File: src/hdl/prp_pkg.sv
// ----------------------------------------------------------------------------
// prp_pkg: shared types and constants of the PageRank CSR push engine
// Field widths, item codes, datapath operation codes and the command and
// status bundles that join the controller and the datapath.
// ----------------------------------------------------------------------------
`default_nettype none

package prp_pkg;

  // Item field widths
  localparam int MODE_W  = 2;
  localparam int SLOT_W  = 10;
  localparam int VALUE_W = 11;
  localparam int NODE_W  = 7;
  localparam int RANK_W  = 32;
  localparam int ITER_W  = 16;
  localparam int DAMP_W  = 16;
  localparam int NCNT_W  = 8;
  localparam int TOL_W   = 40;
  localparam int CFGI_W  = 2;

  // Input item modes
  localparam logic [MODE_W-1:0] MODE_ROW  = 2'd0;
  localparam logic [MODE_W-1:0] MODE_EDGE = 2'd1;
  localparam logic [MODE_W-1:0] MODE_RUN  = 2'd2;
  localparam logic [MODE_W-1:0] MODE_READ = 2'd3;

  // Result kinds
  localparam logic KIND_STATUS = 1'b0;
  localparam logic KIND_SCORE  = 1'b1;

  // Configuration register indexes
  localparam logic [CFGI_W-1:0] CFG_DAMPING   = 2'd0;
  localparam logic [CFGI_W-1:0] CFG_NODES     = 2'd1;
  localparam logic [CFGI_W-1:0] CFG_ITER_LIM  = 2'd2;
  localparam logic [CFGI_W-1:0] CFG_TOLERANCE = 2'd3;

  // Datapath operations
  localparam int OP_W = 5;
  localparam logic [OP_W-1:0] OP_NONE      = 5'd0;
  localparam logic [OP_W-1:0] OP_LOAD_ROW  = 5'd1;
  localparam logic [OP_W-1:0] OP_LOAD_EDGE = 5'd2;
  localparam logic [OP_W-1:0] OP_RD_SCORE  = 5'd3;
  localparam logic [OP_W-1:0] OP_READ_OUT  = 5'd4;
  localparam logic [OP_W-1:0] OP_RUN_START = 5'd5;
  localparam logic [OP_W-1:0] OP_INIT_GOT  = 5'd6;
  localparam logic [OP_W-1:0] OP_BASE_GOT  = 5'd7;
  localparam logic [OP_W-1:0] OP_FILL_OLD  = 5'd8;
  localparam logic [OP_W-1:0] OP_FILL_NEW  = 5'd9;
  localparam logic [OP_W-1:0] OP_ROW_RD    = 5'd10;
  localparam logic [OP_W-1:0] OP_ROW_GOT   = 5'd11;
  localparam logic [OP_W-1:0] OP_DIV_PUSH  = 5'd12;
  localparam logic [OP_W-1:0] OP_PUSH_GOT  = 5'd13;
  localparam logic [OP_W-1:0] OP_EDGE_RD   = 5'd14;
  localparam logic [OP_W-1:0] OP_EDGE_GOT  = 5'd15;
  localparam logic [OP_W-1:0] OP_NEW_ADD   = 5'd16;
  localparam logic [OP_W-1:0] OP_NEXT_U    = 5'd17;
  localparam logic [OP_W-1:0] OP_DIFF_RD   = 5'd18;
  localparam logic [OP_W-1:0] OP_DIFF_MUL  = 5'd19;
  localparam logic [OP_W-1:0] OP_DIFF_ACC  = 5'd20;
  localparam logic [OP_W-1:0] OP_CHECK     = 5'd21;
  localparam logic [OP_W-1:0] OP_COPY_RD   = 5'd22;
  localparam logic [OP_W-1:0] OP_COPY_WR   = 5'd23;
  localparam logic [OP_W-1:0] OP_STAT_OUT  = 5'd24;

  // Controller to datapath
  typedef struct packed {
    logic [OP_W-1:0] op;
  } cmd_t;

  // Datapath to controller
  typedef struct packed {
    logic out_free;
    logic div_busy;
    logic div_done;
    logic u_last;
    logic k_last;
    logic deg_empty;
    logic conv;
    logic it_last;
  } sts_t;

endpackage

`default_nettype wire

File: src/hdl/prp_ctrl.sv
// ----------------------------------------------------------------------------
// prp_ctrl: sequencer of the PageRank engine
// Accepts input transactions when idle and steps the datapath through the
// seeding, push, squared-change and copy phases of each iteration.
// ----------------------------------------------------------------------------
`default_nettype none

module prp_ctrl import prp_pkg::*; (
  input  wire logic              clk,
  input  wire logic              rst_n,
  input  wire logic              in_valid,
  input  wire logic [MODE_W-1:0] in_mode,
  output logic                   in_ready,
  input  wire sts_t              sts,
  output cmd_t                   cmd
);

  localparam logic [4:0] S_IDLE     = 5'd0;
  localparam logic [4:0] S_READ     = 5'd1;
  localparam logic [4:0] S_DIV_I    = 5'd2;
  localparam logic [4:0] S_DIV_B    = 5'd3;
  localparam logic [4:0] S_FILL_OLD = 5'd4;
  localparam logic [4:0] S_FILL_NEW = 5'd5;
  localparam logic [4:0] S_ROW      = 5'd6;
  localparam logic [4:0] S_ROW_W    = 5'd7;
  localparam logic [4:0] S_ROW_D    = 5'd8;
  localparam logic [4:0] S_PUSH_W   = 5'd9;
  localparam logic [4:0] S_EDGE_A   = 5'd10;
  localparam logic [4:0] S_EDGE_D   = 5'd11;
  localparam logic [4:0] S_NEW_D    = 5'd12;
  localparam logic [4:0] S_NEXT_U   = 5'd13;
  localparam logic [4:0] S_DIFF_A   = 5'd14;
  localparam logic [4:0] S_DIFF_D   = 5'd15;
  localparam logic [4:0] S_DIFF_S   = 5'd16;
  localparam logic [4:0] S_CHECK    = 5'd17;
  localparam logic [4:0] S_COPY_A   = 5'd18;
  localparam logic [4:0] S_COPY_W   = 5'd19;
  localparam logic [4:0] S_FIN      = 5'd20;

  logic [4:0] state_r, state_nxt;

  assign in_ready = (state_r == S_IDLE);

  // Next state and datapath operation
  always_comb begin
    state_nxt = state_r;
    cmd.op    = OP_NONE;
    unique case (state_r)
      S_IDLE: begin
        if (in_valid) begin
          unique case (in_mode)
            MODE_ROW:  cmd.op = OP_LOAD_ROW;
            MODE_EDGE: cmd.op = OP_LOAD_EDGE;
            MODE_RUN: begin
              cmd.op    = OP_RUN_START;
              state_nxt = S_DIV_I;
            end
            default: begin
              cmd.op    = OP_RD_SCORE;
              state_nxt = S_READ;
            end
          endcase
        end
      end
      S_READ: begin
        if (sts.out_free) begin
          cmd.op    = OP_READ_OUT;
          state_nxt = S_IDLE;
        end
      end
      S_DIV_I: begin
        if (sts.div_done) begin
          cmd.op    = OP_INIT_GOT;
          state_nxt = S_DIV_B;
        end
      end
      S_DIV_B: begin
        if (sts.div_done) begin
          cmd.op    = OP_BASE_GOT;
          state_nxt = S_FILL_OLD;
        end
      end
      S_FILL_OLD: begin
        cmd.op = OP_FILL_OLD;
        if (sts.u_last) state_nxt = S_FILL_NEW;
      end
      S_FILL_NEW: begin
        cmd.op = OP_FILL_NEW;
        if (sts.u_last) state_nxt = S_ROW;
      end
      S_ROW: begin
        cmd.op    = OP_ROW_RD;
        state_nxt = S_ROW_W;
      end
      S_ROW_W: begin
        cmd.op    = OP_ROW_GOT;
        state_nxt = S_ROW_D;
      end
      S_ROW_D: begin
        if (sts.deg_empty) begin
          state_nxt = S_NEXT_U;
        end else begin
          cmd.op    = OP_DIV_PUSH;
          state_nxt = S_PUSH_W;
        end
      end
      S_PUSH_W: begin
        if (sts.div_done) begin
          cmd.op    = OP_PUSH_GOT;
          state_nxt = S_EDGE_A;
        end
      end
      S_EDGE_A: begin
        cmd.op    = OP_EDGE_RD;
        state_nxt = S_EDGE_D;
      end
      S_EDGE_D: begin
        cmd.op    = OP_EDGE_GOT;
        state_nxt = S_NEW_D;
      end
      S_NEW_D: begin
        cmd.op    = OP_NEW_ADD;
        state_nxt = sts.k_last ? S_NEXT_U : S_EDGE_A;
      end
      S_NEXT_U: begin
        cmd.op    = OP_NEXT_U;
        state_nxt = sts.u_last ? S_DIFF_A : S_ROW;
      end
      S_DIFF_A: begin
        cmd.op    = OP_DIFF_RD;
        state_nxt = S_DIFF_D;
      end
      S_DIFF_D: begin
        cmd.op    = OP_DIFF_MUL;
        state_nxt = S_DIFF_S;
      end
      S_DIFF_S: begin
        cmd.op    = OP_DIFF_ACC;
        state_nxt = sts.u_last ? S_CHECK : S_DIFF_A;
      end
      S_CHECK: begin
        cmd.op    = OP_CHECK;
        state_nxt = (sts.conv || sts.it_last) ? S_FIN : S_COPY_A;
      end
      S_COPY_A: begin
        cmd.op    = OP_COPY_RD;
        state_nxt = S_COPY_W;
      end
      S_COPY_W: begin
        cmd.op    = OP_COPY_WR;
        state_nxt = sts.u_last ? S_FILL_NEW : S_COPY_A;
      end
      S_FIN: begin
        if (sts.out_free) begin
          cmd.op    = OP_STAT_OUT;
          state_nxt = S_IDLE;
        end
      end
      default: state_nxt = S_IDLE;
    endcase
  end

  always_ff @(posedge clk) begin
    if (!rst_n) begin
      state_r <= S_IDLE;
    end else begin
      state_r <= state_nxt;
    end
  end

endmodule

`default_nettype wire

File: config.mk
export PLATFORM = sky130hd
export DESIGN_NAME = prp_ctrl
export DESIGN_NICKNAME = d
export VERILOG_FILES = /design/src/hdl/prp_pkg.sv /design/src/hdl/prp_ctrl.sv
export SDC_FILE = /design/constraint.sdc
export NUM_CORES = 1
export LEC_CHECK = 0
export ABC_AREA = 1
export BUFFER_PORTS_ARGS = -buffer_cell sky130_fd_sc_hd__buf_4
export CORE_MARGIN = 3
export CORE_UTILIZATION = 28
export DETAILED_ROUTE_END_ITERATION = 8
export PLACE_DENSITY_LB_ADDON = 0.2
export SYNTH_ARGS = -nofsm -noshare
export SYNTH_HDL_FRONTEND = slang
export SYNTH_SLANG_ARGS = --single-unit
File: constraint.sdc
create_clock -name clk -period 1.4 [get_ports clk]
set_input_delay 0.07 -clock clk [delete_from_list [all_inputs] [get_ports clk]]
set_output_delay 0.07 -clock clk [all_outputs]
set_load 0.005 [all_outputs]
[Word level (Yosys, flattened, before mapping)]
Cells that the tools add are included.
Operators by class
  equal/unequal tests: 30
  reductions and logical operators: 6
  multiplexer cells: 24
Operators by type and width (count)
  $pmux 5 s21: 1
  $pmux 5 s20: 1
  $mux 5: 10
  $eq 5x4->1 const B: 8
  $eq 5x5->1 const B: 5
  $mux 3: 7
  $eq 5x3->1 const B: 4
  $ne 2x2->1 const B: 7
  $mux 4: 3
  $eq 5x2->1 const B: 2
  $pmux 5 s2: 1
  $pmux 3 s3: 1
  $reduce_and 8->1: 1
  $eq 5x1->1 const B: 1
  $logic_not 5->1: 1
  $reduce_or 2->1: 2
  $eq 2x1->1 const B: 1
  $eq 2x2->1 const B: 1
  $logic_not 2->1: 1
  $ne 2x1->1 const B: 1
  $logic_or 1x1->1: 1
Storage, ports and cells
  output and inout port bits: 6
  input port bits: 13
  flip-flop bits (word level): 5

[Logic depth before layout (Yosys ltp)]
Gate-level depths: netlist (run 1).
  depth after elaboration: 5
  depth in mapped cells: 11
  depth with buffers taken out: 10

[Worst setup path after synthesis (run 1)]
No wires, ideal clock.
  path type: reg-to-reg
  start: reg state_r[2]
  end: reg state_r[1]
  data arrival time: 1.102 ns
  setup time: 0.070 ns
  buffers on the path: 1
  period minus slack after synthesis: 1.172 ns
  data required time: 1.330 ns
  cell stages (with the launch flop): 11
  setup slack: 0.228 ns
  cells stage by stage: dfxtp_1 > buf_6 > nor2_8 > inv_4 > nor2_8 > nand2_1 > nand2_1 > nor2_1 > nand2_1 > nand2_1 > a21oi_1
On the way
  elaborated cells on any way between the ends: 32
  classes of those cells: 28 x eq/ne; 1 x mux; 3 x reduce/logical
RTL lines
  start, declared: RTL line prp_ctrl.sv:40  | logic [4:0] state_r, state_nxt;
  start signal, assigned: RTL line prp_ctrl.sv:167  | state_r <= state_nxt;
  $logic_not 5->1 *
  net in_ready: RTL line prp_ctrl.sv:13  | output logic in_ready,
  $ne 2x2->1 (no line)
  $reduce_and 8->1 (no line)
The timed path passes the listed nets; every way through them passes the cells marked *.
A chain may end at the register's enable or synchronous reset.

==> results.sh, run 1 <==
export IMPL_grt_use_met3_pct=4.63
export IMPL_cts_htree_levels=1
export IMPL_synth_edff_count=0
export IMPL_port_buffers=17
export IMPL_multi_input_area_um2=769
export IMPL_ant_nets=0
export IMPL_fill_cells=332
export IMPL_clk_path_buf_depth=2
export IMPL_synth_top_area_share_pct=13.4
export IMPL_numPlacedInstances=218
export IMPL_grt_use_met2_pct=25.0
export IMPL_num_nets_final=200
export IMPL_irDropWorstVdd_mv=0.321
export IMPL_ff_latch_area_um2=116
export IMPL_grt_pass1_wl_um=5060
export IMPL_yosysMostFrequentCell="nand2_1"
export IMPL_finalMaxSlewViolations=0
export IMPL_max_cap_violations=0
export IMPL_end_kind="output port"
export IMPL_antenna_found_initial=0
export IMPL_startpoint_type="register"
export IMPL_largest_register_ffs=5
export IMPL_track_usage_pct=15.5
export IMPL_hold_viol=0
export IMPL_vias_per_cell=4.89
export IMPL_synthTopCellsByCount="nand2_1, nand3_1, inv_1, nor2_1"
export IMPL_tightest_slew_ns=0.221
export IMPL_wl_per_cell_um=13.0
export IMPL_coreArea_um2=3100
export IMPL_yosysSeqAreaShare_pct=10.9
export IMPL_start_util_pct=29.7
export IMPL_fin_crit_sh_pct=108
export IMPL_finalNonFillerCells=230
export IMPL_rr_worst_depth=9
export IMPL_first_global_vias=1107
export IMPL_skew_ns=0.00250
export IMPL_reg_largest_list="state_r: 5 flops"
export IMPL_grt_max_degree=9
export IMPL_max_slew_margin_pct=85.2
export IMPL_gp_congestion=0.883
export IMPL_p_leak_nw=0.735
export IMPL_min_path_type="input pin to register"
export IMPL_antenna_cells=0
export IMPL_drive_gt1_share_pct=52.7
export IMPL_clock_latency_ns=0.24
export IMPL_timing_worst_setup_path_type="register to output port"
export IMPL_synthCells=148
export IMPL_ios=19
export IMPL_regMostFlops="state_r"
export IMPL_ys_warn_count=0
export IMPL_rsz0062_at_grt="true"
export IMPL_cts_tree="yes"
export IMPL_die_area_um2=4020
export IMPL_violations="negative setup slack"
export IMPL_fin_ws_ns=-0.108
export IMPL_clock_root_buffer="clkbuf_4"
export IMPL_busiest_layer="met2"
export IMPL_synthArstFlopShare_pct=0
export IMPL_drc_errors=0
export IMPL_setup_viol=6
export IMPL_layout_min_cycle_time_ns=1.51
export IMPL_core_rowCount=20
export IMPL_holdWs_ns=0.128
export IMPL_synth_area_um2=922
export IMPL_cts_sinks=5
export IMPL_vias=1125
export IMPL_yosys_area_top_type="nand2_1"
export IMPL_die_x_um=63.4
export IMPL_power_density_nw_per_um2=757
export IMPL_synth_nets=161
export IMPL_initialDrtViolationCount=35
export IMPL_grt_ovfl_total=0
export IMPL_synth_seq_cells=5
export IMPL_worstPathRequired_ns=1.33
export IMPL_routed_wl_um=2990
export IMPL_chipHeight_um=63.4
export IMPL_clk_pin_slew_ns=0.05
export IMPL_crit_arrival_ns=1.44
export IMPL_yosysUniqueCellTypes=28
export IMPL_outcome="finished with violations"
export IMPL_hpwl_um=2330
export IMPL_avgSynthCellArea_um2=6.23
export IMPL_area_growth_pct=52.9
export IMPL_pre_cts_ws_ns=-0.0736
export IMPL_gr_usage_met1_pct=20.2
export IMPL_min_path_cells=4
export IMPL_synth_area_leaders="nand2_1, dfxtp_1, nand3_1"
export IMPL_synth_flop_cell="dfxtp_1"
export IMPL_cts_buffers=3
export IMPL_tns_ns=-0.348
export IMPL_fmax_mhz=663
export IMPL_path_max_fanout=6
export IMPL_drtPass1Iterations=4
## worst max-delay path, cell delays in order, from the launching register on
cell and delay (ns):
dfxtp_4 0.38, buf_4 0.16, nand3_2 0.11, nor2_2 0.06
a31oi_1 0.18, o2111ai_1 0.14, buf_4 0.16
## area by class of cell
class | count | share of cell area (%)
Clock buffer | 3 | 1.60
Clock inverter | 1 | 0.355
Inverter | 23 | 6.65
Multi-Input combinational cell | 114 | 54.6
Sequential cell | 5 | 8.25
Tap cell | 44 | 3.90
Timing Repair Buffer | 40 | 24.7
## metal layers
metal,up-vias,part of all wire (%)
met1,521,45
met4,0,0.97
li1,568,-
met3,2,4.9
met5,-,0
met2,34,49
## final timing paths
kind / slack (ns) / startpoint / endpoint
max: -0.11 / state_r[1] / cmd[1]
min: 0.13 / sts[5] / state_r[1]
max reg2reg: 0 / state_r[1] / state_r[1]
min reg2reg: 0.55 / state_r[0] / state_r[0]
## power by group
group / internal [mW] / total [mW] / switching, mW
combinational: 0.319 / 0.699 / 0.380
sequential: 0.159 / 0.201 / 0.0417
clock: 0.104 / 0.167 / 0.0638
total: 0.582 / 1.07 / 0.485
## placed cells by master (no fill, tap or decap), types with 5 or more instances in the layout
cell / instances
buf_6: 6
nand3_1: 13
nor2_2: 5
nor2_1: 11
nand2_1: 26
inv_2: 7
buf_4: 32
nand3_2: 7
nand4_1: 7
inv_1: 14
nand2_2: 8
nor2_4: 6
## metrics by stage
step | utilization [%] | area [um2] | total power [mW]
after detailed placement | 38.8 | 1200 | 0.748
after CTS | 43.4 | 1350 | 1.03
after global routing | 45.4 | 1410 | 1.14
final | 45.4 | 1410 | 1.07
after global placement | 38.8 | 1200 | 0.742
after floorplan | - | 922 | 0.544
## kinds of logic after synthesis
logic type	synth area share [%]
DFF	10.9
and+or+nand+nor	58.2
buffers and inverters	16.6
AOI/OAI and AO/OA	14.4
## repair_timing
item / in CTS / in global routing
hold buffers: 0 / 0
endpoints found under the hold margin: 0 / 0
setup endpoints to repair: 9 / 10
gates resized for setup: 25 / 20
pin swaps: 18 / 21
buffers inserted: 9 / 1
Note: power is estimated with default switching activity, not from simulation.
==> run 2, diff against run 1 <==
clock period = 1.35 ns   (was 1.4 ns; I/O delays follow)
==> run 2 against run 1 <==
Effect of this change:
- routed wire length fell by 2.8%
- combinational power rose by 7.2%
- sequential share of layout area fell by 0.60 points
- first-iteration DRC count rose by 63%
- via count rose by 0.53%
- clock skew barely moved
- critical path depth rose by 1
- cell count rose by 0.87%
- largest cell class unchanged
- largest power group unchanged
- setup slack got worse by 0.10 ns
- the run still ends with negative setup slack left
- sequential power fell by 11%
==> results.sh, run 2 (synthesis results as in run 1) <==
export IMPL_outcome="finished with violations"
export IMPL_violations="negative setup slack"
export IMPL_routed_wl_um=2900
export IMPL_regMostFlops="state_r"
export IMPL_grt_max_degree=9
export IMPL_fmax_mhz=641
export IMPL_hpwl_um=2290
export IMPL_track_usage_pct=14.3
export IMPL_die_x_um=63.4
export IMPL_multi_input_area_um2=734
export IMPL_wl_per_cell_um=12.5
export IMPL_cts_sinks=5
export IMPL_r2r_slack_ns=-0.13
export IMPL_cts_tree="yes"
export IMPL_grt_use_met3_pct=3.57
export IMPL_chipHeight_um=63.4
export IMPL_max_slew_margin_pct=85.5
export IMPL_drive_gt1_share_pct=47.9
export IMPL_irDropWorstVdd_mv=0.551
export IMPL_largest_register_ffs=5
export IMPL_timing_worst_setup_path_type="register to output port"
export IMPL_fin_crit_sh_pct=116
export IMPL_min_from="rst_n"
export IMPL_p_leak_nw=0.726
export IMPL_worstPathRequired_ns=1.28
export IMPL_max_cap_violations=0
export IMPL_grt_ovfl_total=0
export IMPL_clock_root_buffer="clkbuf_4"
export IMPL_clock_latency_ns=0.23
export IMPL_drtPass1Iterations=4
export IMPL_clk_path_buf_depth=2
export IMPL_die_area_um2=4020
export IMPL_cts_buffers=3
export IMPL_initialDrtViolationCount=57
export IMPL_setup_viol=9
export IMPL_port_buffers=17
export IMPL_grt_pass1_wl_um=4660
export IMPL_vias_per_cell=4.88
export IMPL_min_path_cells=3
export IMPL_gr_usage_met1_pct=19.2
export IMPL_antenna_cells=0
export IMPL_final_common_cell="buf_4"
export IMPL_path_max_fanout=7
export IMPL_hold_viol=0
export IMPL_startpoint_type="register"
export IMPL_busiest_layer="met2"
export IMPL_ff_latch_area_um2=109
export IMPL_placed_area_um2=1230
export IMPL_antenna_found_initial=0
export IMPL_fill_cells=320
export IMPL_grt_use_met2_pct=23.3
export IMPL_cts_htree_levels=1
export IMPL_gp_congestion=0.897
export IMPL_cp_startpoint="state_r[3]"
export IMPL_reg_largest_list="state_r: 5 flops"
export IMPL_ios=19
export IMPL_start_util_pct=29.7
export IMPL_first_global_vias=1048
export IMPL_area_growth_pct=54.3
export IMPL_power_density_nw_per_um2=767
export IMPL_layout_min_cycle_time_ns=1.56
export IMPL_fin_ws_ns=-0.211
export IMPL_final_cell_mix="buf_4, nand2_1, nand3_1, inv_1, nor2_1"
export IMPL_tightest_slew_ns=0.217
export IMPL_min_path_type="input pin to register"
export IMPL_clk_pin_slew_ns=0.04
export IMPL_end_kind="output port"
export IMPL_final_area_um2=1420
export IMPL_ant_nets=0
export IMPL_rsz0062_at_grt="true"
export IMPL_min_to="state_r[4]"
export IMPL_vias=1131
export IMPL_finalMaxSlewViolations=0
export IMPL_coreArea_um2=3100
export IMPL_drc_errors=0
export IMPL_holdWs_ns=0.154
export IMPL_core_rowCount=20
export IMPL_skew_ns=0.00254
export IMPL_crit_arrival_ns=1.49
export IMPL_num_nets_final=202
export IMPL_r2r_end="state_r[1]"
export IMPL_timing_rr_start="state_r[2]"
export IMPL_rr_worst_depth=12
-- run 2: cell count changes in the layout (fill, tap and decap cells not counted), sizes merged --
cell    delta
clkinv     -1
buf        +2
clkbuf     +1
-- run 2: final cells by class --
type / count / share of cell area [%]
clock buffer: 4 / 1.85
inverter: 23 / 6.95
sequential: 5 / 7.65
multi-input combinational: 114 / 51.6
tap: 44 / 3.87
timing repair buffer: 42 / 28.1
-- run 2: worst max path at each step --
stage	endpoint	slack [ns]
floorplan	state_r[1]	0.18
global placement	state_r[1]	-0.03
detailed placement	state_r[1]	-0.03
CTS	cmd[0]	-0.16
global route	cmd[1]	-0.26
finish	cmd[1]	-0.21
-- run 2: power breakdown --
part	internal, mW	switching, mW	total (mW)
clock	0.111	0.0520	0.163
sequential	0.163	0.0154	0.179
combinational	0.356	0.394	0.749
-- run 2: critical path, stage by stage, from the launching register on --
cell and delay, ns:
dfxtp_2 0.33, buf_12 0.13, inv_2 0.08, nand3_1 0.13
nor2_1 0.08, a31oi_1 0.21, o2111ai_1 0.14, buf_4 0.16
-- run 2: through the flow --
stage          util (%)  power, mW  setup TNS, ns  std cells  worst slack, ns
6_report           45.8       1.09          -1.19        232           -0.211
3_3_place_gp       39.8      0.800        -0.0257        222          -0.0257
3_5_place_dp       39.8      0.801        -0.0325        222          -0.0279
5_1_grt            45.8       1.17          -1.82        232           -0.265
4_1_cts            44.7       1.05         -0.983        233           -0.157
2_1_floorplan         -      0.564              0        148            0.178
-- run 2: what timing repair did --
item                                    in CTS  in global routing
cloned                                       0                  0
setup buffers                                7                  0
resized for setup                           24                 11
hold buffers                                 0                  0
pin swaps                                   10                  7
endpoints found under the setup margin       9                 11
-- run 2: routing by layer --
layer | up-vias | part of all wire, %
li1 | 571 | -
met1 | 515 | 45
met2 | 43 | 49
met3 | 2 | 6.3
met4 | 0 | 0.28
met5 | - | 0
==> run 3, diff against run 2 <==
CORE_ASPECT_RATIO = 1.25   (was unset)
CTS_BUF_LIST = sky130_fd_sc_hd__clkbuf_4 sky130_fd_sc_hd__clkbuf_8   (was unset)
SKIP_CTS_REPAIR_TIMING = 1   (was unset)
==> run 3 against run 2 <==
Effect of this change:
- the run still ends with negative setup slack left
- global-route usage grew 0.96 points
- utilization grew 0.099 points
- clock skew shrank 0.0019 ns
- setup slack lost 0.00086 ns
- first-iteration DRC count shrank 14%
- hold slack lost 0.018 ns
- total power grew 2.3%
- combinational power shrank 4.3%
- cell count shrank 2.2%
- routed wire length grew 6.2%
- via count grew 1.9%
- sequential share of layout area grew 0.46 points
==> results.sh, run 3 (synthesis results as in run 1) <==
export IMPL_coreArea_um2=3060
export IMPL_num_nets_final=205
export IMPL_area_growth_pct=52.2
export IMPL_cts_sinks=5
export IMPL_skew_ns=0.000653
export IMPL_clock_latency_ns=0.24
export IMPL_vias=1153
export IMPL_outcome="finished with violations"
export IMPL_drc_errors=0
export IMPL_cp_slowest_cell="dfxtp_4"
export IMPL_start_util_pct=30.2
export IMPL_final_util_pct=45.9
export IMPL_setup_viol=9
export IMPL_layout_min_cycle_time_ns=1.56
export IMPL_timing_worst_setup_path_type="register to output port"
export IMPL_tns_ns=-1.17
export IMPL_vias_per_cell=5.08
export IMPL_power_density_nw_per_um2=795
export IMPL_max_slew_margin_pct=85.5
export IMPL_routed_wl_um=3080
export IMPL_fin_crit_sh_pct=116
export IMPL_core_rowCount=22
export IMPL_final_cell_mix="buf_4, nand2_1, nand3_1, inv_1, nor2_1"
export IMPL_grt_max_degree=10
export IMPL_holdWs_ns=0.136
export IMPL_end_kind="output port"
export IMPL_crit_arrival_ns=1.49
export IMPL_drtPass1Iterations=4
export IMPL_hpwl_um=2340
export IMPL_worstPathRequired_ns=1.28
export IMPL_final_area_um2=1400
export IMPL_antenna_found_initial=0
export IMPL_drive_gt1_share_pct=48.2
export IMPL_grt_ovfl_total=0
export IMPL_finalNonFillerCells=227
export IMPL_regMostFlops="state_r"
export IMPL_crit_chain="nor2_8 > buf_4 > nand3_1 > o211a_1 > nand3_1 > buf_4"
export IMPL_final_common_cell="buf_4"
export IMPL_max_cap_violations=0
export IMPL_clk_path_buf_depth=2
export IMPL_fill_cells=321
export IMPL_startpoint_type="register"
export IMPL_antenna_cells=0
export IMPL_initialDrtViolationCount=49
export IMPL_irDropWorstVdd_mv=0.429
export IMPL_finalMaxSlewViolations=0
export IMPL_die_area_um2=4020
export IMPL_tightest_slew_ns=0.217
export IMPL_hold_viol=0
export IMPL_die_x_um=57.3
export IMPL_ios=19
export IMPL_cts_tree="yes"
export IMPL_placed_area_um2=1210
export IMPL_cts_htree_levels=1
export IMPL_violations="negative setup slack"
export IMPL_cpPeakStageDelay_ns=0.40
export IMPL_largest_register_ffs=5
export IMPL_wl_per_cell_um=13.6
export IMPL_reg_largest_list="state_r: 5 flops"
export IMPL_track_usage_pct=15.3
export IMPL_clock_root_buffer="clkbuf_4"
export IMPL_finalPower_mw=1.12
export IMPL_path_max_fanout=8
export IMPL_chipHeight_um=70.2
export IMPL_grt_pass1_wl_um=4970
export IMPL_min_path_type="input pin to register"
export IMPL_numPlacedInstances=211
export IMPL_pre_cts_ws_ns=-0.0261
export IMPL_port_buffers=17
export IMPL_gp_congestion=0.899
export IMPL_fmax_mhz=640
export IMPL_ant_nets=0
export IMPL_first_global_vias=1103
export IMPL_clk_pin_slew_ns=0.04
export IMPL_rsz0062_at_grt="true"
export IMPL_cts_buffers=3
export IMPL_p_leak_nw=0.728
export IMPL_fin_ws_ns=-0.211
## run 3: cell count changes in the layout (fill, tap and decap cells not counted), sizes merged
cell,delta
buf,+3
## run 3: layout make-up
| class | instances | area (um2) | share of cell area [%] |
|---|---|---|---|
| timing repair buffer | 45 | 390 | 27.8 |
| inverter | 23 | 96.3 | 6.86 |
| multi-input combinational | 114 | 728 | 51.9 |
| sequential | 5 | 114 | 8.11 |
| tap | 36 | 45.0 | 3.21 |
| clock buffer | 4 | 30.0 | 2.14 |
## run 3: metal layers
layer / GRT usage (%) / up-vias / routed length (um)
li1: - / 578 / -
met1: 18.2 / 517 / 1260
met2: 26.6 / 51 / 1610
met3: 2.59 / 7 / 172
met4: 6.19 / 0 / 47
met5: 0 / - / 0
## run 3: power by group
group | total, mW | switching [mW] | internal, mW
Sequential | 0.209 | 0.0426 | 0.167
Combinational | 0.717 | 0.354 | 0.363
Clock | 0.190 | 0.0584 | 0.132
## run 3: final timing paths
check              from         end  slack [ns]  cells past startpoint
max          state_r[1]      cmd[3]       -0.21                      6
min              sts[5]  state_r[1]        0.14                      4
max reg2reg  state_r[4]  state_r[2]       -0.11                     12
min reg2reg  state_r[0]  state_r[0]        0.54                      2
## run 3: worst max-delay path, delay by kind of cell, from the launching register on
| family | cells | cell delay (ns) |
|---|---|---|
| compound gates | 1 | 0.26 |
| buf+inv | 2 | 0.24 |
| simple gates | 3 | 0.36 |
| flops | 1 | 0.40 |
